### src/rtl/core/gbn_pkg.sv
// Shared types and constants for the go-back-N sender window.
// No dependencies; used by the interfaces, controller, datapath and top level.
package gbn_pkg;

    // Field widths
    localparam int SeqW   = 16;
    localparam int RepsW  = 5;
    localparam int CntW   = 5;

    // Window limits
    localparam int          Window    = 8;
    localparam int          MaxRes    = 16;
    localparam logic [RepsW-1:0] RepsReset = 5'd4;

    // Event kinds carried by an input word
    typedef enum logic [2:0] {
        FN_START = 3'd0,
        FN_MSG   = 3'd1,
        FN_ACK   = 3'd2,
        FN_TIMER = 3'd3,
        FN_END   = 3'd4
    } t_func;

    // Packet kinds
    localparam logic [1:0] KIND_NONE = 2'd0;
    localparam logic [1:0] KIND_DATA = 2'd1;
    localparam logic [1:0] KIND_HAND = 2'd2;
    localparam logic [1:0] KIND_ENDS = 2'd3;

    // Timer actions
    localparam logic [1:0] TMR_LEAVE   = 2'd0;
    localparam logic [1:0] TMR_RESTART = 2'd1;
    localparam logic [1:0] TMR_STOP    = 2'd2;

    // Link phase
    typedef enum logic [1:0] {
        PH_IDLE = 2'd0,
        PH_HAND = 2'd1,
        PH_XFER = 2'd2,
        PH_DONE = 2'd3
    } t_phase;

    // How the results of one event are produced
    typedef enum logic [1:0] {
        MD_SINGLE = 2'd0,
        MD_RESEND = 2'd1,
        MD_ENDS   = 2'd2
    } t_mode;

    // Controller to datapath
    typedef struct packed {
        logic take;   // latch the accepted input word
        logic plan;   // decode event, update window state, arm result sequencer
        logic emit;   // load one result into the output register
    } t_cmd;

    // Datapath to controller
    typedef struct packed {
        logic out_free;   // output register can take a result this cycle
        logic final_res;  // the pending result is the last one of the event
    } t_sts;

endpackage

### src/rtl/core/gbn_evt_if.sv
// Input channel: one event word per handshake.
// Depends on gbn_pkg for field widths.
interface gbn_evt_if;
    logic                      valid;
    logic                      ready;
    logic [2:0]                func;
    logic [gbn_pkg::SeqW-1:0]  ack_number;

    modport source (output valid, output func, output ack_number, input ready);
    modport sink   (input valid, input func, input ack_number, output ready);
endinterface

### src/rtl/core/gbn_res_if.sv
// Output channel: one transmit command word per handshake.
// Depends on gbn_pkg for field widths.
interface gbn_res_if;
    logic                      valid;
    logic                      ready;
    logic [1:0]                send_kind;
    logic [gbn_pkg::SeqW-1:0]  send_sequence;
    logic [1:0]                timer_action;
    logic                      accepted;
    logic                      bad_ack;
    logic                      finished;
    logic                      last;

    modport source (output valid, output send_kind, output send_sequence,
                    output timer_action, output accepted, output bad_ack,
                    output finished, output last, input ready);
    modport sink   (input valid, input send_kind, input send_sequence,
                    input timer_action, input accepted, input bad_ack,
                    input finished, input last, output ready);
endinterface

### src/rtl/core/gbn_ctrl.sv
// Sequencing controller: accept an event, plan it, then emit its results.
// Depends on gbn_pkg (command/status structs).
module gbn_ctrl (
    input  logic              i_clk,
    input  logic              i_rst_n,
    input  logic              i_evt_valid,
    output logic              o_evt_ready,
    input  gbn_pkg::t_sts     i_sts,
    output gbn_pkg::t_cmd     o_cmd
);

    typedef enum logic [2:0] {
        ST_WAIT = 3'b001,
        ST_PLAN = 3'b010,
        ST_EMIT = 3'b100
    } t_state;

    t_state r_state, n_state;

    // Commands
    assign o_evt_ready = (r_state == ST_WAIT);
    assign o_cmd.take  = i_evt_valid && (r_state == ST_WAIT);
    assign o_cmd.plan  = (r_state == ST_PLAN);
    assign o_cmd.emit  = (r_state == ST_EMIT) && i_sts.out_free;

    // Next state
    always_comb begin
        n_state = r_state;
        case (r_state)
            ST_WAIT: begin
                if (i_evt_valid) n_state = ST_PLAN;
            end
            ST_PLAN: begin
                n_state = ST_EMIT;
            end
            ST_EMIT: begin
                if (i_sts.out_free && i_sts.final_res) n_state = ST_WAIT;
            end
            default: begin
                n_state = ST_WAIT;
            end
        endcase
    end

    always_ff @(posedge i_clk) begin
        if (!i_rst_n) begin
            r_state <= ST_WAIT;
        end else begin
            r_state <= n_state;
        end
    end

    // A taken word is always planned in the next cycle
    a_take_then_plan: assert property (@(posedge i_clk) disable iff (!i_rst_n)
        o_cmd.take |=> o_cmd.plan)
        else $error("accepted event not planned");

    // Planning is always followed by emitting
    a_plan_then_emit: assert property (@(posedge i_clk) disable iff (!i_rst_n)
        o_cmd.plan |=> (r_state == ST_EMIT))
        else $error("plan not followed by emit state");

    // No new word is taken while results are still owed
    a_no_take_in_emit: assert property (@(posedge i_clk) disable iff (!i_rst_n)
        (r_state == ST_EMIT) |-> !o_evt_ready)
        else $error("ready raised while emitting");

endmodule

### src/rtl/core/gbn_dp.sv
// Datapath: window state, event decode, result sequencer and output register.
// Depends on gbn_pkg; driven by gbn_ctrl through t_cmd / t_sts.
module gbn_dp (
    input  logic                         i_clk,
    input  logic                         i_rst_n,
    input  gbn_pkg::t_cmd                i_cmd,
    output gbn_pkg::t_sts                o_sts,
    input  logic [2:0]                   i_func,
    input  logic [gbn_pkg::SeqW-1:0]     i_ack_number,
    input  logic                         i_cfg_we,
    input  logic [gbn_pkg::RepsW-1:0]    i_cfg_wdata,
    gbn_res_if.source                    o_res
);

    localparam int SeqW = gbn_pkg::SeqW;
    localparam int CntW = gbn_pkg::CntW;

    // Window state
    gbn_pkg::t_phase               r_phase;
    logic [SeqW-1:0]               r_base;
    logic [SeqW-1:0]               r_next;
    logic                          r_ended;
    logic [gbn_pkg::RepsW-1:0]     r_reps;

    // Latched event word
    logic [2:0]                    r_func;
    logic [SeqW-1:0]               r_ack;

    // Result sequencer
    gbn_pkg::t_mode                r_mode;
    logic [CntW-1:0]               r_cnt;
    logic [SeqW-1:0]               r_seq;
    logic                          r_first;
    logic [1:0]                    r_s_kind;
    logic [1:0]                    r_s_tmr;
    logic                          r_s_acc;
    logic                          r_s_bad;

    // Output register
    logic                          r_ovalid;
    logic [1:0]                    r_okind;
    logic [SeqW-1:0]               r_oseq;
    logic [1:0]                    r_otmr;
    logic                          r_oacc;
    logic                          r_obad;
    logic                          r_ofin;
    logic                          r_olast;

    // Plan results
    gbn_pkg::t_phase               n_phase;
    logic [SeqW-1:0]               n_base;
    logic [SeqW-1:0]               n_next;
    logic                          n_ended;
    gbn_pkg::t_mode                n_mode;
    logic [CntW-1:0]               n_cnt;
    logic [SeqW-1:0]               n_seq;
    logic [1:0]                    n_s_kind;
    logic [1:0]                    n_s_tmr;
    logic                          n_s_acc;
    logic                          n_s_bad;

    logic [SeqW-1:0]               outst;
    logic [SeqW-1:0]               off;
    logic [SeqW-1:0]               new_base;
    logic                          empty;
    logic [CntW-1:0]               reps_clamped;
    logic [CntW-1:0]               resend_cnt;

    // Results of the pending emit
    logic [1:0]                    e_kind;
    logic [SeqW-1:0]               e_seq;
    logic [1:0]                    e_tmr;
    logic                          e_acc;
    logic                          e_bad;
    logic                          e_fin;
    logic                          e_last;

    // Offsets relative to the base, with wrap
    assign outst    = r_next - r_base;
    assign off      = r_ack - r_base;
    assign new_base = (off == '0) ? r_base : r_ack;
    assign empty    = (r_next == new_base);

    // Endshake count: zero counts as one, capped at the result limit
    always_comb begin
        if (r_reps == '0) begin
            reps_clamped = CntW'(1);
        end else if (r_reps > CntW'(gbn_pkg::MaxRes)) begin
            reps_clamped = CntW'(gbn_pkg::MaxRes);
        end else begin
            reps_clamped = r_reps;
        end
    end

    assign resend_cnt = (outst > SeqW'(gbn_pkg::MaxRes)) ? CntW'(gbn_pkg::MaxRes)
                                                         : outst[CntW-1:0];

    // Event decode
    always_comb begin
        n_phase  = r_phase;
        n_base   = r_base;
        n_next   = r_next;
        n_ended  = r_ended;
        n_mode   = gbn_pkg::MD_SINGLE;
        n_cnt    = CntW'(1);
        n_seq    = '0;
        n_s_kind = gbn_pkg::KIND_NONE;
        n_s_tmr  = gbn_pkg::TMR_LEAVE;
        n_s_acc  = 1'b0;
        n_s_bad  = 1'b0;
        case (gbn_pkg::t_func'(r_func))
            gbn_pkg::FN_START: begin
                if (r_phase == gbn_pkg::PH_IDLE) begin
                    n_phase  = gbn_pkg::PH_HAND;
                    n_s_kind = gbn_pkg::KIND_HAND;
                    n_s_tmr  = gbn_pkg::TMR_RESTART;
                end
            end
            gbn_pkg::FN_MSG: begin
                if (r_phase == gbn_pkg::PH_XFER && !r_ended
                    && outst < SeqW'(gbn_pkg::Window)) begin
                    n_s_kind = gbn_pkg::KIND_DATA;
                    n_seq    = r_next;
                    n_s_tmr  = (outst == '0) ? gbn_pkg::TMR_RESTART : gbn_pkg::TMR_LEAVE;
                    n_s_acc  = 1'b1;
                    n_next   = r_next + SeqW'(1);
                end
            end
            gbn_pkg::FN_ACK: begin
                if (r_phase == gbn_pkg::PH_HAND) begin
                    if (r_ack <= SeqW'(1)) begin
                        n_phase = gbn_pkg::PH_XFER;
                        n_base  = '0;
                        n_next  = '0;
                        if (r_ended) begin
                            n_phase = gbn_pkg::PH_DONE;
                            n_mode  = gbn_pkg::MD_ENDS;
                            n_cnt   = reps_clamped;
                        end else begin
                            n_s_tmr = gbn_pkg::TMR_STOP;
                        end
                    end
                end else if (r_phase == gbn_pkg::PH_XFER) begin
                    if (off > outst) begin
                        n_s_bad = 1'b1;
                    end else begin
                        n_base = new_base;
                        if (empty && r_ended) begin
                            n_phase = gbn_pkg::PH_DONE;
                            n_mode  = gbn_pkg::MD_ENDS;
                            n_cnt   = reps_clamped;
                            n_seq   = r_next;
                        end else if (off == '0 && outst != '0) begin
                            // duplicate ack: resend the base packet
                            n_s_kind = gbn_pkg::KIND_DATA;
                            n_seq    = r_base;
                            n_s_tmr  = gbn_pkg::TMR_RESTART;
                        end else begin
                            n_s_tmr = empty ? gbn_pkg::TMR_STOP : gbn_pkg::TMR_RESTART;
                        end
                    end
                end
            end
            gbn_pkg::FN_TIMER: begin
                if (r_phase == gbn_pkg::PH_HAND) begin
                    n_s_kind = gbn_pkg::KIND_HAND;
                end else if (r_phase == gbn_pkg::PH_XFER && outst != '0) begin
                    n_mode = gbn_pkg::MD_RESEND;
                    n_cnt  = resend_cnt;
                    n_seq  = r_base;
                end
            end
            gbn_pkg::FN_END: begin
                if (r_phase != gbn_pkg::PH_DONE) n_ended = 1'b1;
                if (r_phase == gbn_pkg::PH_XFER && outst == '0) begin
                    n_phase = gbn_pkg::PH_DONE;
                    n_mode  = gbn_pkg::MD_ENDS;
                    n_cnt   = reps_clamped;
                    n_seq   = r_next;
                end
            end
            default: begin
            end
        endcase
    end

    // Current result from the sequencer
    always_comb begin
        e_kind = r_s_kind;
        e_seq  = r_seq;
        e_tmr  = r_s_tmr;
        e_acc  = r_s_acc;
        e_bad  = r_s_bad;
        e_fin  = 1'b0;
        e_last = 1'b1;
        case (r_mode)
            gbn_pkg::MD_SINGLE: begin
            end
            gbn_pkg::MD_RESEND: begin
                e_kind = gbn_pkg::KIND_DATA;
                e_tmr  = gbn_pkg::TMR_LEAVE;
                e_acc  = 1'b0;
                e_bad  = 1'b0;
                e_last = (r_cnt == CntW'(1));
            end
            gbn_pkg::MD_ENDS: begin
                e_kind = gbn_pkg::KIND_ENDS;
                e_tmr  = r_first ? gbn_pkg::TMR_STOP : gbn_pkg::TMR_LEAVE;
                e_acc  = 1'b0;
                e_bad  = 1'b0;
                e_fin  = (r_cnt == CntW'(1));
                e_last = (r_cnt == CntW'(1));
            end
            default: begin
            end
        endcase
    end

    assign o_sts.out_free  = !r_ovalid || o_res.ready;
    assign o_sts.final_res = e_last;

    // Control state
    always_ff @(posedge i_clk) begin
        if (!i_rst_n) begin
            r_phase  <= gbn_pkg::PH_IDLE;
            r_base   <= '0;
            r_next   <= '0;
            r_ended  <= 1'b0;
            r_reps   <= gbn_pkg::RepsReset;
            r_mode   <= gbn_pkg::MD_SINGLE;
            r_cnt    <= '0;
            r_ovalid <= 1'b0;
        end else begin
            if (i_cfg_we) r_reps <= i_cfg_wdata;
            if (i_cmd.plan) begin
                r_phase <= n_phase;
                r_base  <= n_base;
                r_next  <= n_next;
                r_ended <= n_ended;
                r_mode  <= n_mode;
                r_cnt   <= n_cnt;
            end else if (i_cmd.emit) begin
                r_cnt <= r_cnt - CntW'(1);
            end
            if (i_cmd.emit) begin
                r_ovalid <= 1'b1;
            end else if (o_res.ready) begin
                r_ovalid <= 1'b0;
            end
        end
    end

    // Payload registers
    always_ff @(posedge i_clk) begin
        if (i_cmd.take) begin
            r_func <= i_func;
            r_ack  <= i_ack_number;
        end
        if (i_cmd.plan) begin
            r_seq    <= n_seq;
            r_first  <= 1'b1;
            r_s_kind <= n_s_kind;
            r_s_tmr  <= n_s_tmr;
            r_s_acc  <= n_s_acc;
            r_s_bad  <= n_s_bad;
        end else if (i_cmd.emit) begin
            // a resend walks up the window; endshakes all carry the same sequence
            if (r_mode == gbn_pkg::MD_RESEND) r_seq <= r_seq + SeqW'(1);
            r_first <= 1'b0;
        end
        if (i_cmd.emit) begin
            r_okind <= e_kind;
            r_oseq  <= e_seq;
            r_otmr  <= e_tmr;
            r_oacc  <= e_acc;
            r_obad  <= e_bad;
            r_ofin  <= e_fin;
            r_olast <= e_last;
        end
    end

    assign o_res.valid         = r_ovalid;
    assign o_res.send_kind     = r_okind;
    assign o_res.send_sequence = r_oseq;
    assign o_res.timer_action  = r_otmr;
    assign o_res.accepted      = r_oacc;
    assign o_res.bad_ack       = r_obad;
    assign o_res.finished      = r_ofin;
    assign o_res.last          = r_olast;

    // Never more than a window of packets outstanding
    a_window_bound: assert property (@(posedge i_clk) disable iff (!i_rst_n)
        (r_next - r_base) <= SeqW'(gbn_pkg::Window))
        else $error("outstanding count exceeds window");

    // A looping sequencer never runs with an empty count
    a_cnt_nonzero: assert property (@(posedge i_clk) disable iff (!i_rst_n)
        (i_cmd.emit && r_mode != gbn_pkg::MD_SINGLE) |-> (r_cnt != '0))
        else $error("result sequencer underflow");

    // The closing word of the link is always the last of its event
    a_fin_is_last: assert property (@(posedge i_clk) disable iff (!i_rst_n)
        (r_ovalid && r_ofin) |-> (r_olast && r_okind == gbn_pkg::KIND_ENDS))
        else $error("finished word not last endshake");

    // After the link closes the phase stays closed
    a_done_sticks: assert property (@(posedge i_clk) disable iff (!i_rst_n)
        (r_phase == gbn_pkg::PH_DONE) |=> (r_phase == gbn_pkg::PH_DONE))
        else $error("phase left closed state");

endmodule

### src/rtl/core/go_back_n_sender_window.sv
// Go-back-N sender window, top level: controller plus datapath.
// Depends on gbn_pkg, gbn_evt_if, gbn_res_if, gbn_ctrl and gbn_dp.
//
// Takes one event word (start, message ready, ack, timer expiry, end of
// input) and answers with one or more transmit command words, the final one
// marked last. Events are handled one at a time: each event is latched, then
// decoded while the window is updated, then its words are emitted one per
// cycle unless the output channel stalls; a timer expiry gives up to WINDOW
// words and an endshake up to 16. The pace is set by the one-word-per-cycle
// result sequencer feeding a single output register; a stall on the output
// channel stretches the emit phase. The next event is accepted once the last
// word has entered the output register, even if that word has not yet been
// taken. The user must write endshake_repeats through i_cfg_we / i_cfg_wdata
// only while no event is in flight; the block does not enforce it. Resets to 4.
module go_back_n_sender_window (
    input  logic                         i_clk,
    input  logic                         i_rst_n,
    gbn_evt_if.sink                      i_evt,
    gbn_res_if.source                    o_res,
    input  logic                         i_cfg_we,
    input  logic [gbn_pkg::RepsW-1:0]    i_cfg_wdata
);

    gbn_pkg::t_cmd cmd;
    gbn_pkg::t_sts sts;

    // Sequencing
    gbn_ctrl u_ctrl (
        .i_clk       (i_clk),
        .i_rst_n     (i_rst_n),
        .i_evt_valid (i_evt.valid),
        .o_evt_ready (i_evt.ready),
        .i_sts       (sts),
        .o_cmd       (cmd)
    );

    // Window state and result generation
    gbn_dp u_dp (
        .i_clk        (i_clk),
        .i_rst_n      (i_rst_n),
        .i_cmd        (cmd),
        .o_sts        (sts),
        .i_func       (i_evt.func),
        .i_ack_number (i_evt.ack_number),
        .i_cfg_we     (i_cfg_we),
        .i_cfg_wdata  (i_cfg_wdata),
        .o_res        (o_res)
    );

endmodule
### src/flat_wrapper.sv
// flat-port wrapper written by rule: the top's interface ports become plain ports
module go_back_n_sender_window_flat 
  (i_clk, i_rst_n, i_cfg_we, i_cfg_wdata, i_evt_valid, i_evt_func, i_evt_ack_number, i_evt_ready, o_res_valid, o_res_send_kind, o_res_send_sequence, o_res_timer_action, o_res_accepted, o_res_bad_ack, o_res_finished, o_res_last, o_res_ready);
  gbn_evt_if i_evt_i ();
  gbn_res_if o_res_i ();
  input  logic i_clk;
  input  logic i_rst_n;
  input  logic i_cfg_we;
  input  logic [gbn_pkg::RepsW-1:0] i_cfg_wdata;
  input wire logic [$bits(i_evt_i.valid)-1:0] i_evt_valid;
  input wire logic [$bits(i_evt_i.func)-1:0] i_evt_func;
  input wire logic [$bits(i_evt_i.ack_number)-1:0] i_evt_ack_number;
  output wire logic [$bits(i_evt_i.ready)-1:0] i_evt_ready;
  output wire logic [$bits(o_res_i.valid)-1:0] o_res_valid;
  output wire logic [$bits(o_res_i.send_kind)-1:0] o_res_send_kind;
  output wire logic [$bits(o_res_i.send_sequence)-1:0] o_res_send_sequence;
  output wire logic [$bits(o_res_i.timer_action)-1:0] o_res_timer_action;
  output wire logic [$bits(o_res_i.accepted)-1:0] o_res_accepted;
  output wire logic [$bits(o_res_i.bad_ack)-1:0] o_res_bad_ack;
  output wire logic [$bits(o_res_i.finished)-1:0] o_res_finished;
  output wire logic [$bits(o_res_i.last)-1:0] o_res_last;
  input wire logic [$bits(o_res_i.ready)-1:0] o_res_ready;
  assign i_evt_i.valid = i_evt_valid;
  assign i_evt_i.func = i_evt_func;
  assign i_evt_i.ack_number = i_evt_ack_number;
  assign i_evt_ready = i_evt_i.ready;
  assign o_res_valid = o_res_i.valid;
  assign o_res_send_kind = o_res_i.send_kind;
  assign o_res_send_sequence = o_res_i.send_sequence;
  assign o_res_timer_action = o_res_i.timer_action;
  assign o_res_accepted = o_res_i.accepted;
  assign o_res_bad_ack = o_res_i.bad_ack;
  assign o_res_finished = o_res_i.finished;
  assign o_res_last = o_res_i.last;
  assign o_res_i.ready = o_res_ready;
  go_back_n_sender_window u_core (.i_clk(i_clk), .i_rst_n(i_rst_n), .i_evt(i_evt_i), .o_res(o_res_i), .i_cfg_we(i_cfg_we), .i_cfg_wdata(i_cfg_wdata));
endmodule
### config.mk
export PLATFORM = sky130hd
export DESIGN_NAME = go_back_n_sender_window_flat
export DESIGN_NICKNAME = d
export VERILOG_FILES = /design/src/rtl/core/gbn_pkg.sv /design/src/rtl/core/gbn_evt_if.sv /design/src/rtl/core/gbn_res_if.sv /design/src/rtl/core/gbn_ctrl.sv /design/src/rtl/core/gbn_dp.sv /design/src/rtl/core/go_back_n_sender_window.sv /design/src/flat_wrapper.sv
export SDC_FILE = /design/constraint.sdc
export NUM_CORES = 1
export LEC_CHECK = 0
export ABC_CLOCK_PERIOD_IN_PS = 14040
export BUFFER_PORTS_ARGS = -buffer_cell sky130_fd_sc_hd__buf_2
export CAP_MARGIN = 30
export CELL_PAD_IN_SITES_DETAIL_PLACEMENT = 1
export CELL_PAD_IN_SITES_GLOBAL_PLACEMENT = 2
export CORE_MARGIN = 2
export CORE_UTILIZATION = 35
export DETAILED_ROUTE_END_ITERATION = 12
export GPL_TIMING_DRIVEN = 0
export PLACE_DENSITY_LB_ADDON = 0.1
export SLEW_MARGIN = 0
export SYNTH_ARGS = -nofsm -noshare
export SYNTH_HDL_FRONTEND = slang
export SYNTH_SLANG_ARGS = --single-unit
### constraint.sdc
create_clock -name i_clk -period 14.04 [get_ports i_clk]
set_clock_uncertainty 0.05 [all_clocks]
set_input_delay 3.51 -clock i_clk [delete_from_list [all_inputs] [get_ports i_clk]]
set_output_delay 3.51 -clock i_clk [all_outputs]
set_load 0.005 [all_outputs]
==> summary.md, run 1 <==
| Metric | Value |
|---|---|
| Status | completed |
| Post-Syn Area | 8230 sq um |
| Post-route minimum period | 6.05 ns |
| GR Util met3 | 3.06% |
| Crit path from | u_core.u_dp.r_base[1]$_SDFFE_PN0P_ |
| Syn_nets | 1001 |
| Post-place instance area | 8930 sq um |
| Synth warnings | 0 |
| Syn-to-layout area delta | 15.7% |
| Async SR Flop Fraction | 0% |
| Crit Path Class | flip-flop to flip-flop |
| Slew Viols, Final | 0 |
| Post-route cell area | 9520 sq um |
| Drt via density | 5.50 |
| Worst path required time | 14.27 ns |
| Reg2Reg Launch Point | u_core.u_dp.r_base[1]$_SDFFE_PN0P_ |
| Crit start category | flip-flop |
| WL final | 27300 um |
| Die width | 157 um |
| PostCTS Resize Cnt | 0 |
| Clock Sinks | 117 |
| Worst stage delay on the critical path | 0.61 ns |
| Core ar. | 23300 sq um |
| Pwr Density | 96.3 nW/um^2 |
| DP Wirelength | 21800 um |
| Sequential area share after synthesis | 36.3% |
| Number of synthesized flops with an enable pin | 65 |
| Design Power | 0.917 mW |
| Critical path, cell by cell | inv_1, ha_1, nor2b_1, o2111ai_1, nand3_1, o311ai_2, o21ai_0, xnor2_1, inv_1, ha_1, nand4_1, or4_1, a21oi_1, nand2_1, a31o_2, a21oi_1, clkbuf_1, a221o_1 |
| CP Depth | 18 |
| Largest net degree at the start of global routing | 34 |
| Bufs on Longest Clock Path | 2 |
| Fin. Hold Viols | 0 |
| Total grt overflow | 0 |
| DRC viols | 0 |
| Most used routing layer | met2 |
| Worst skew pair latency | 0.42 ns |
| Setup-failing EPs final | 0 |
| Total GRT Usage | 22.8% |
| Die Height | 157 um |
| Finished Core Util | 40.9% |
| Worst setup endpoint | u_core.u_dp.e_seq[14]$_DFFE_PP_ |
| H-Tree Level Count | 4 |
| RSZ-0062 raised after global routing | false |
| Most frequent cells in the layout | nor2_1, nand2_1, edfxtp_1 |
| Main flop type after synthesis | edfxtp_1 |
| Final #Nets | 1074 |
| Worst VDD drop | 0.0662 mV |
| WP data arrival | 6.28 ns |
| Crit path buffers/inverters | 3 |
| Reg2reg path depth | 18 |
| Critical path's slowest cell | or4_1 |
| Max Fclk | 165 MHz |
| Share of cells above drive strength 1 | 11.4% |
| Number of port buffers | 52 |
| Initial DRC count | 374 |
| Initial Utilization | 35.4% |
| Global placer's final weighted congestion | 0.874 |
| Clock slew at reported path FFs | 0.06 ns |
| Synth Area per Inst | 9.02 sq um |
| Final ANT Viol Nets | 0 |
| Maximum fanout along the worst path | 10 |
| Netlist cell types | 78 |
| CTS tree | done |
| Fin crit share | 43.1% |
| R2r endpoint | u_core.u_dp.e_seq[14]$_DFFE_PP_ |
| WL/cell | 20.7 um |
| Full die area | 24800 sq um |
| Initial DRT Pass Iterations | 5 |
| Met1 Track Usage GR | 31.6% |
| Static leakage | 3.50 nW |
| Slew HR | 43.7% |
| CTS Buf Count | 17 |
| Cell family with most CP delay | compound AO/OA/AOI/OAI gates |
| Clk root buf | clkbuf_16 |
| Antenna diode count | 0 |
| Setup bufs post-CTS | 0 |
| Commonest non-fill, non-tap cell in the layout | nor2_1 |
| Max-cap violations | 0 |
| Setup TNS | 0 ns |
| Number of I/O pins | 55 |
| Vias in the first global route | 7273 |
| Measured slew at the worst slew-check pin | 0.832 ns |
| Hold WC Path Type | flip-flop to flip-flop |
| Mapped Cells | 913 |
| DR vias | 7250 |
| Fillers | 2722 |
| Row count | 56 |
| Hold Buf Count CTS | 0 |
| Initial antenna violation count | 0 |
| Reg-to-reg slack, setup | 7.99 ns |
| M2 GR Usage | 37.2% |
| First-pass GRT wire length | 42600 um |
| Number of synthesized register bits | 117 |
| CP Capture Type | flip-flop |
[sequential cells by signal, summed over array words and instances (netlist names), 2 cells and up]
signal	flops
u_core.u_dp.e_seq	16
u_core.u_ctrl.r_state	3
u_core.u_dp.r_ack	16
u_core.u_dp.r_next	16
u_core.u_dp.r_s_kind	2
u_core.u_dp.r_func	3
u_core.u_dp.r_phase	2
u_core.u_dp.o_res.send_sequence	16
u_core.u_dp.r_s_tmr	2
u_core.u_dp.r_base	16
u_core.u_dp.r_reps	5
u_core.u_dp.o_res.timer_action	2
u_core.u_dp.o_res.send_kind	2
u_core.u_dp.r_cnt	5
u_core.u_dp.r_mode	2
[worst reg2reg max path: cells and delay by family, from the launching register on]
| family | cells | cell delay (ns) |
|---|---|---|
| buffers and inverters | 3 | 0.71 |
| and+or+nand+nor | 5 | 1.20 |
| AOI/OAI and AO/OA | 7 | 2.37 |
| DFF | 1 | 0.55 |
| adders and majority gates | 2 | 0.64 |
| xor gates and xnor gates | 1 | 0.39 |
[cell type report]
class / instances / area [sq um] / share of cell area (%)
Buffer: 35 / 150 / 1.58
Multi-Input combinational cell: 702 / 4870 / 51.1
Timing Repair Buffer: 54 / 293 / 3.07
Sequential cell: 117 / 2990 / 31.4
Tap cell: 319 / 399 / 4.19
Inverter: 59 / 221 / 2.33
Clock buffer: 18 / 439 / 4.61
Clock inverter: 13 / 156 / 1.64
[power by group]
part | switching, mW | internal (mW) | leakage, nW
combinational | 0.0547 | 0.0365 | 2.21
sequential | 0.00956 | 0.369 | 1.01
clock | 0.166 | 0.282 | 0.282
[through the flow]
step / instances / setup WS [ns] / hold slack, ns
after floorplan: 913 / 8.51 / 0.376
after global placement: 1284 / 7.61 / 0.382
after detailed placement: 1286 / 7.96 / 0.395
after CTS: 1317 / 7.95 / 0.409
after global routing: 1317 / 7.55 / 0.429
final: 1317 / 7.99 / 0.405
[layer usage]
layer | routed length (um) | up-vias
li1 | - | 3560
met5 | 0 | -
met4 | 545 | 0
met3 | 992 | 35
met2 | 12700 | 153
met1 | 13100 | 3502
[synthesized netlist by cell type, types with 10 or more instances]
| master | count | area (sq um) |
|---|---|---|
| nor2_1 | 71 | 267 |
| edfxtp_1 | 65 | 1950 |
| nand2_1 | 65 | 244 |
| inv_1 | 58 | 218 |
| ha_1 | 57 | 713 |
| dfxtp_1 | 52 | 1040 |
| o21ai_0 | 41 | 205 |
| a21oi_1 | 38 | 190 |
| xnor2_1 | 34 | 298 |
| nor2b_1 | 33 | 206 |
| clkbuf_1 | 26 | 97.6 |
| nor3_1 | 21 | 105 |
| nand3_1 | 20 | 100 |
| nand4_1 | 20 | 125 |
| xor2_1 | 20 | 175 |
| nand2b_1 | 19 | 119 |
| a21o_1 | 17 | 128 |
| a221o_1 | 17 | 170 |
| a22oi_1 | 17 | 128 |
| and2_1 | 17 | 106 |
| nor4_1 | 15 | 93.8 |
| o21a_1 | 14 | 105 |
| or3_1 | 13 | 81.3 |
| a211oi_1 | 10 | 75.1 |
| a31oi_1 | 10 | 62.6 |
| mux2i_1 | 10 | 100 |
| o22ai_1 | 10 | 62.6 |
[worst min-delay path by stage]
stage / from / endpoint / cells past startpoint
floorplan: u_core.u_dp.e_seq[11]$_DFFE_PP_ / u_core.u_dp.o_res.send_sequence[11]$_DFFE_PP_ / 0
global route: u_core.u_dp.e_seq[11]$_DFFE_PP_ / u_core.u_dp.o_res.send_sequence[11]$_DFFE_PP_ / 0
CTS: u_core.u_dp.e_seq[11]$_DFFE_PP_ / u_core.u_dp.o_res.send_sequence[11]$_DFFE_PP_ / 0
finish: u_core.u_dp.e_seq[11]$_DFFE_PP_ / u_core.u_dp.o_res.send_sequence[11]$_DFFE_PP_ / 0
global placement: u_core.u_dp.e_seq[11]$_DFFE_PP_ / u_core.u_dp.o_res.send_sequence[11]$_DFFE_PP_ / 0
detailed placement: u_core.u_dp.e_seq[11]$_DFFE_PP_ / u_core.u_dp.o_res.send_sequence[11]$_DFFE_PP_ / 0
[logic make-up (layout without fill, tap and decap cells)]
kind of cell / count (synthesis) / in the layout / synth area share (%)
XOR/XNOR: 54 / 54 / 5.74
AO/OA/AOI/OAI: 241 / 241 / 21.3
flip-flops: 117 / 117 / 36.3
adder cells (fa/ha/maj): 59 / 59 / 9.15
multiplexers: 11 / 11 / 1.35
AND/OR/NAND/NOR: 337 / 337 / 21.6
buffers and inverters: 94 / 179 / 4.50
Note: power is estimated with default switching activity, not from simulation.
==> run 2: changes to the inputs <==
Settings changed: ABC_CLOCK_PERIOD_IN_PS 14040 to 5600.
Clock period 14.04 ns to 5.6 ns, I/O delays scaled along.
==> summary.md, run 2 (synthesis results as in run 1) <==
| Metric | Value |
|---|---|
| H-Tree Level Count | 4 |
| Crit Path Class | flip-flop to flip-flop |
| Hold WC Path Type | flip-flop to flip-flop |
| Full die area | 24800 sq um |
| RSZ-0062 raised after global routing | false |
| Measured slew at the worst slew-check pin | 0.885 ns |
| Max-cap violations | 0 |
| Fin. Hold Viols | 0 |
| Clk root buf | clkbuf_16 |
| Core ar. | 23300 sq um |
| Row count | 56 |
| Die width | 157 um |
| Slew HR | 40.2% |
| Drt via density | 5.50 |
| Global placer's final weighted congestion | 0.874 |
| Maximum fanout along the worst path | 8 |
| WL/cell | 20.8 um |
| Setup TNS | 0 ns |
| DP Cell Count | 1286 |
| Initial Utilization | 35.4% |
| CTS tree | done |
| Worst path required time | 5.91 ns |
| Commonest non-fill, non-tap cell in the layout | nor2_1 |
| Number of I/O pins | 55 |
| Most frequent cells in the layout | nor2_1, nand2_1, edfxtp_1 |
| Reg2reg path depth | 17 |
| Syn-to-layout area delta | 17.4% |
| Critical path, cell by cell | ha_1, a211o_1, nand2b_1, o32a_1, o311ai_4, o21ai_0, xnor2_2, inv_1, ha_1, nand4_1, or4_4, nand2_1, o21ai_2, o22a_1, a2111oi_2, mux2i_1, and3_1 |
| Die Height | 157 um |
| Slew Viols, Final | 0 |
| Setup-failing EPs final | 0 |
| Share of cells above drive strength 1 | 13.6% |
| Vias in the first global route | 7280 |
| Worst stage delay on the critical path | 0.69 ns |
| Max Fclk | 192 MHz |
| Fin crit share | 93.1% |
| Fillers | 2698 |
| Pwr Density | 239 nW/um^2 |
| Status | completed |
| DRC viols | 0 |
| CP most frequent cell | ha_1 |
| WL final | 27400 um |
| DR vias | 7243 |
| First-pass GRT wire length | 42700 um |
| Final ANT Viol Nets | 0 |
| WP data arrival | 5.52 ns |
| Number of port buffers | 52 |
| Worst skew pair latency | 0.43 ns |
| Clock Sinks | 117 |
| Crit path buffers/inverters | 1 |
| CP Depth | 17 |
| CP Capture Type | flip-flop |
| Initial DRT Pass Iterations | 5 |
| Total grt overflow | 0 |
| Static leakage | 3.53 nW |
| Final #Nets | 1073 |
| Crit start category | flip-flop |
| Antenna diode count | 0 |
| Clock slew at reported path FFs | 0.06 ns |
| Layout Cells excl Fill | 1316 |
| Largest net degree at the start of global routing | 34 |
| CTS Buf Count | 17 |
| Hold-critical path depth | 0 |
| Setup bufs post-CTS | 0 |
| Initial DRC count | 347 |
| Critical path's slowest cell | dfxtp_1 |
| Post-route minimum period | 5.21 ns |
| Worst VDD drop | 0.153 mV |
| DP Wirelength | 21800 um |
| Cell family with most CP delay | compound AO/OA/AOI/OAI gates |
| Bufs on Longest Clock Path | 2 |
| Design Power | 2.31 mW |
| Initial antenna violation count | 0 |
| Total GRT Usage | 22.8% |
[run 2: worst reg2reg max path: stages, from the launching register on]
cell	delay, ns
dfxtp_1	0.69
ha_1	0.43
a211o_1	0.38
nand2b_1	0.16
o32a_1	0.21
o311ai_4	0.10
o21ai_0	0.22
xnor2_2	0.29
inv_1	0.13
ha_1	0.32
nand4_1	0.17
or4_4	0.62
nand2_1	0.17
o21ai_2	0.11
o22a_1	0.23
a2111oi_2	0.46
mux2i_1	0.24
and3_1	0.16
[run 2: report_power, final]
group | internal (mW) | switching [mW] | total, mW | leakage, nW
Sequential | 0.924 | 0.0243 | 0.948 | 1.01
Combinational | 0.0941 | 0.142 | 0.237 | 2.24
Clock | 0.707 | 0.418 | 1.12 | 0.282
Total | 1.73 | 0.584 | 2.31 | 3.53
[run 2: final timing paths]
check	from	slack, ns	endpoint
max	u_core.u_dp.r_next[12]$_SDFFE_PN0P_	0.39	u_core.u_dp.r_phase[0]$_SDFFE_PN0P_
min	u_core.u_dp.e_seq[11]$_DFFE_PP_	0.41	u_core.u_dp.o_res.send_sequence[11]$_DFFE_PP_
max reg2reg	u_core.u_dp.r_next[12]$_SDFFE_PN0P_	0.39	u_core.u_dp.r_phase[0]$_SDFFE_PN0P_
min reg2reg	u_core.u_dp.e_seq[11]$_DFFE_PP_	0.41	u_core.u_dp.o_res.send_sequence[11]$_DFFE_PP_
[run 2: layout make-up]
class | count | area [sq um] | share of cell area (%)
buffer | 34 | 150 | 1.55
clock buffer | 18 | 439 | 4.54
clock inverter | 13 | 156 | 1.62
inverter | 59 | 221 | 2.29
multi-input combinational | 702 | 5010 | 51.9
sequential | 117 | 2990 | 31.0
tap | 319 | 399 | 4.13
timing repair buffer | 54 | 293 | 3.03
[run 2: per-layer routing]
layer / vias to the layer above / global-route usage [%] / wire length [um]
met4: 0 / 6.41 / 549
li1: 3556 / - / -
met2: 126 / 37.2 / 12700
met5: - / 0 / 0
met3: 29 / 3.06 / 773
met1: 3532 / 31.7 / 13300
[run 2: per-stage QoR]
| step | cell area (sq um) | setup WS [ns] | utilization (%) | hold WS (ns) |
|---|---|---|---|---|
| floorplan | 8230 | 0.918 | - | 0.376 |
| global placement | 8890 | -0.539 | 38.2 | 0.382 |
| detailed placement | 8930 | -0.475 | 38.4 | 0.395 |
| CTS | 9560 | 0.0416 | 41.1 | 0.409 |
| global route | 9660 | 0.0233 | 41.5 | 0.429 |
| finish | 9660 | 0.389 | 41.5 | 0.405 |
[run 2: repair_timing]
action,in CTS,in global routing
hold endpoints to repair,0,0
endpoints found under the setup margin,34,36
resized for setup,11,21
hold buffers,0,0
pin swaps,1,1
==> run 3: changes to the inputs <==
Settings changed: ABC_AREA from default to 1, BUFFER_PORTS_ARGS -buffer_cell sky130_fd_sc_hd__buf_2 to default, DONT_BUFFER_PORTS from default to 1.
==> summary.md, run 3 <==
| Metric | Value |
|---|---|
| Worst VDD drop | 0.157 mV |
| CP most frequent cell | nand2_1 |
| WL/cell | 18.3 um |
| DR vias | 7954 |
| DP Wirelength | 24400 um |
| Mapped Cells | 1246 |
| Clock slew at reported path FFs | 0.07 ns |
| Worst skew pair latency | 0.43 ns |
| Commonest non-fill, non-tap cell in the layout | nand2_1 |
| RSZ-0062 raised after global routing | false |
| Fillers | 3147 |
| Initial antenna violation count | 0 |
| Share of cells above drive strength 1 | 5.23% |
| Crit path buffers/inverters | 5 |
| Worst path required time | 5.90 ns |
| Initial DRC count | 414 |
| Full die area | 25600 sq um |
| Most frequent cells in the layout | nand2_1, inv_1, nor2_1 |
| Static leakage | 4.46 nW |
| Max-cap violations | 0 |
| Slew HR | 36.6% |
| Synth cell count leaders | nand2_1, inv_1, nor2_1, nand3_1, a21oi_1 |
| Die Height | 160 um |
| Fin crit share | 90.2% |
| Initial Utilization | 35.3% |
| Syn_nets | 1334 |
| CTS Buf Count | 17 |
| Fin. Hold Viols | 0 |
| Bufs on Longest Clock Path | 2 |
| Hold WC Path Type | flip-flop to flip-flop |
| Final hold slack | 0.408 ns |
| Maximum fanout along the worst path | 10 |
| Vias in the first global route | 8289 |
| Finished Core Util | 39.5% |
| CP Capture Type | flip-flop |
| Post-Syn Area | 8500 sq um |
| Antenna diode count | 0 |
| Setup bufs post-CTS | 0 |
| DRC viols | 0 |
| Initial DRT Pass Iterations | 5 |
| Core ar. | 24100 sq um |
| Number of synthesized register bits | 117 |
| Clock Sinks | 117 |
| Syn-to-layout area delta | 12.1% |
| Final ANT Viol Nets | 0 |
| WP data arrival | 5.35 ns |
| Number of I/O pins | 55 |
| DP Cell Count | 1572 |
| Final #Nets | 1355 |
| Cell family with most CP delay | simple AND/OR/NAND/NOR gates |
| Slew Viols, Final | 0 |
| Critical path, cell by cell | inv_1, ha_1, fa_1, inv_1, nand3_1, nand2_1, a21oi_1, o21ai_0, o21a_1, xor2_1, ha_1, nand2_1, nor2_1, a211oi_1, o2111ai_1, nand2_1, inv_1, nand2_1, nand2_1, nor4_2, buf_2, clkbuf_1, nand3_1, a21oi_1 |
| Crit Path Class | flip-flop to flip-flop |
| Netlist cell types | 43 |
| Setup TNS | 0 ns |
| Most common cell in the netlist | nand2_1 |
| Synth warnings | 0 |
| Sequential Area | 2990 sq um |
| Design Power | 2.35 mW |
| Worst stage delay on the critical path | 0.47 ns |
| Number of port buffers | 0 |
| Top cells by area, synth | edfxtp_1, nand2_1, dfxtp_1, inv_1, ha_1 |
| Number of synthesized flops with an enable pin | 65 |
| Clk root buf | clkbuf_16 |
| Area of the multi-input gates | 4580 sq um |
| Sequential area share after synthesis | 35.2% |
| PostCTS Resize Cnt | 0 |
| First-pass GRT wire length | 46500 um |
| Status | completed |
| Area fraction of the dominant cell type after synthesis | 23.0% |
| Drt via density | 4.96 |
| Row count | 57 |
| Measured slew at the worst slew-check pin | 0.943 ns |
| Pwr Density | 246 nW/um^2 |
| Main flop type after synthesis | edfxtp_1 |
| Async SR Flop Fraction | 0% |
| Setup-failing EPs final | 0 |
| WL final | 29400 um |
| Max Fclk | 198 MHz |
| Total grt overflow | 0 |
| CTS tree | done |
| Layout Cells excl Fill | 1604 |
| Post-route minimum period | 5.05 ns |
| Die width | 160 um |
| Area leader, netlist | edfxtp_1 |
| Hold Buf Count CTS | 0 |
| Crit start category | flip-flop |
| Global placer's final weighted congestion | 0.875 |
| Synth Area per Inst | 6.82 sq um |
| H-Tree Level Count | 4 |
| Total GRT Usage | 23.7% |
| Largest net degree at the start of global routing | 26 |
| Critical path's slowest cell | clkbuf_1 |
==> run 3: where the power goes <==
part	total, mW	internal, mW	switching, mW
clock	1.09	0.597	0.495
combinational	0.307	0.0970	0.210
sequential	0.951	0.931	0.0197
==> run 3: path summary, 6_finish.rpt <==
path	endpoint	cells past startpoint	from	slack, ns
setup reg to reg	u_core.u_dp.r_base[8]$_SDFFE_PN0P_	24	u_core.u_dp.r_next[0]$_SDFFE_PN0P_	0.55
setup / recovery	u_core.u_dp.r_base[8]$_SDFFE_PN0P_	24	u_core.u_dp.r_next[0]$_SDFFE_PN0P_	0.55
hold / removal	u_core.u_dp.o_res.send_sequence[6]$_DFFE_PP_	0	u_core.u_dp.e_seq[6]$_DFFE_PP_	0.41
hold reg to reg	u_core.u_dp.o_res.send_sequence[6]$_DFFE_PP_	0	u_core.u_dp.e_seq[6]$_DFFE_PP_	0.41
==> run 3: cell families after synthesis <==
kind of cell             Yosys count  synth area share, %
AO/OA/AOI/OAI                    135                 8.61
XOR/XNOR                          24                 2.47
adder cells (fa/ha/maj)           59                 8.86
buffers and inverters            239                 11.0
flip-flops                       117                 35.2
AND/OR/NAND/NOR                  672                 33.8
==> run 3: layout make-up <==
cell class                 count  area share, %
multi-input combinational    890           48.1
sequential                   117           31.4
inverter                     216           8.51
clock buffer                  17           4.46
tap                          324           4.25
clock inverter                15           1.67
buffer                        23           1.33
timing repair buffer           2          0.341
==> run 3: per-layer routing <==
metal  global-route usage (%)  up-vias  share of wire [%]  wire length, um
li1                         -     4070                  -                -
met1                     29.6     3727                 46            13500
met2                     41.8      115                 49            14400
met3                     3.01       42                2.3              677
met4                     8.93        0                3.1              915
met5                        0        -                  0                0
==> run 3: through the flow <==
step / instance area (sq um) / setup slack (ns)
after floorplan: 8500 / 1.64
after global placement: 8910 / 0.0812
after detailed placement: 8940 / 0.238
after CTS: 9530 / 0.209
final: 9530 / 0.550
after global routing: 9530 / 0.0483
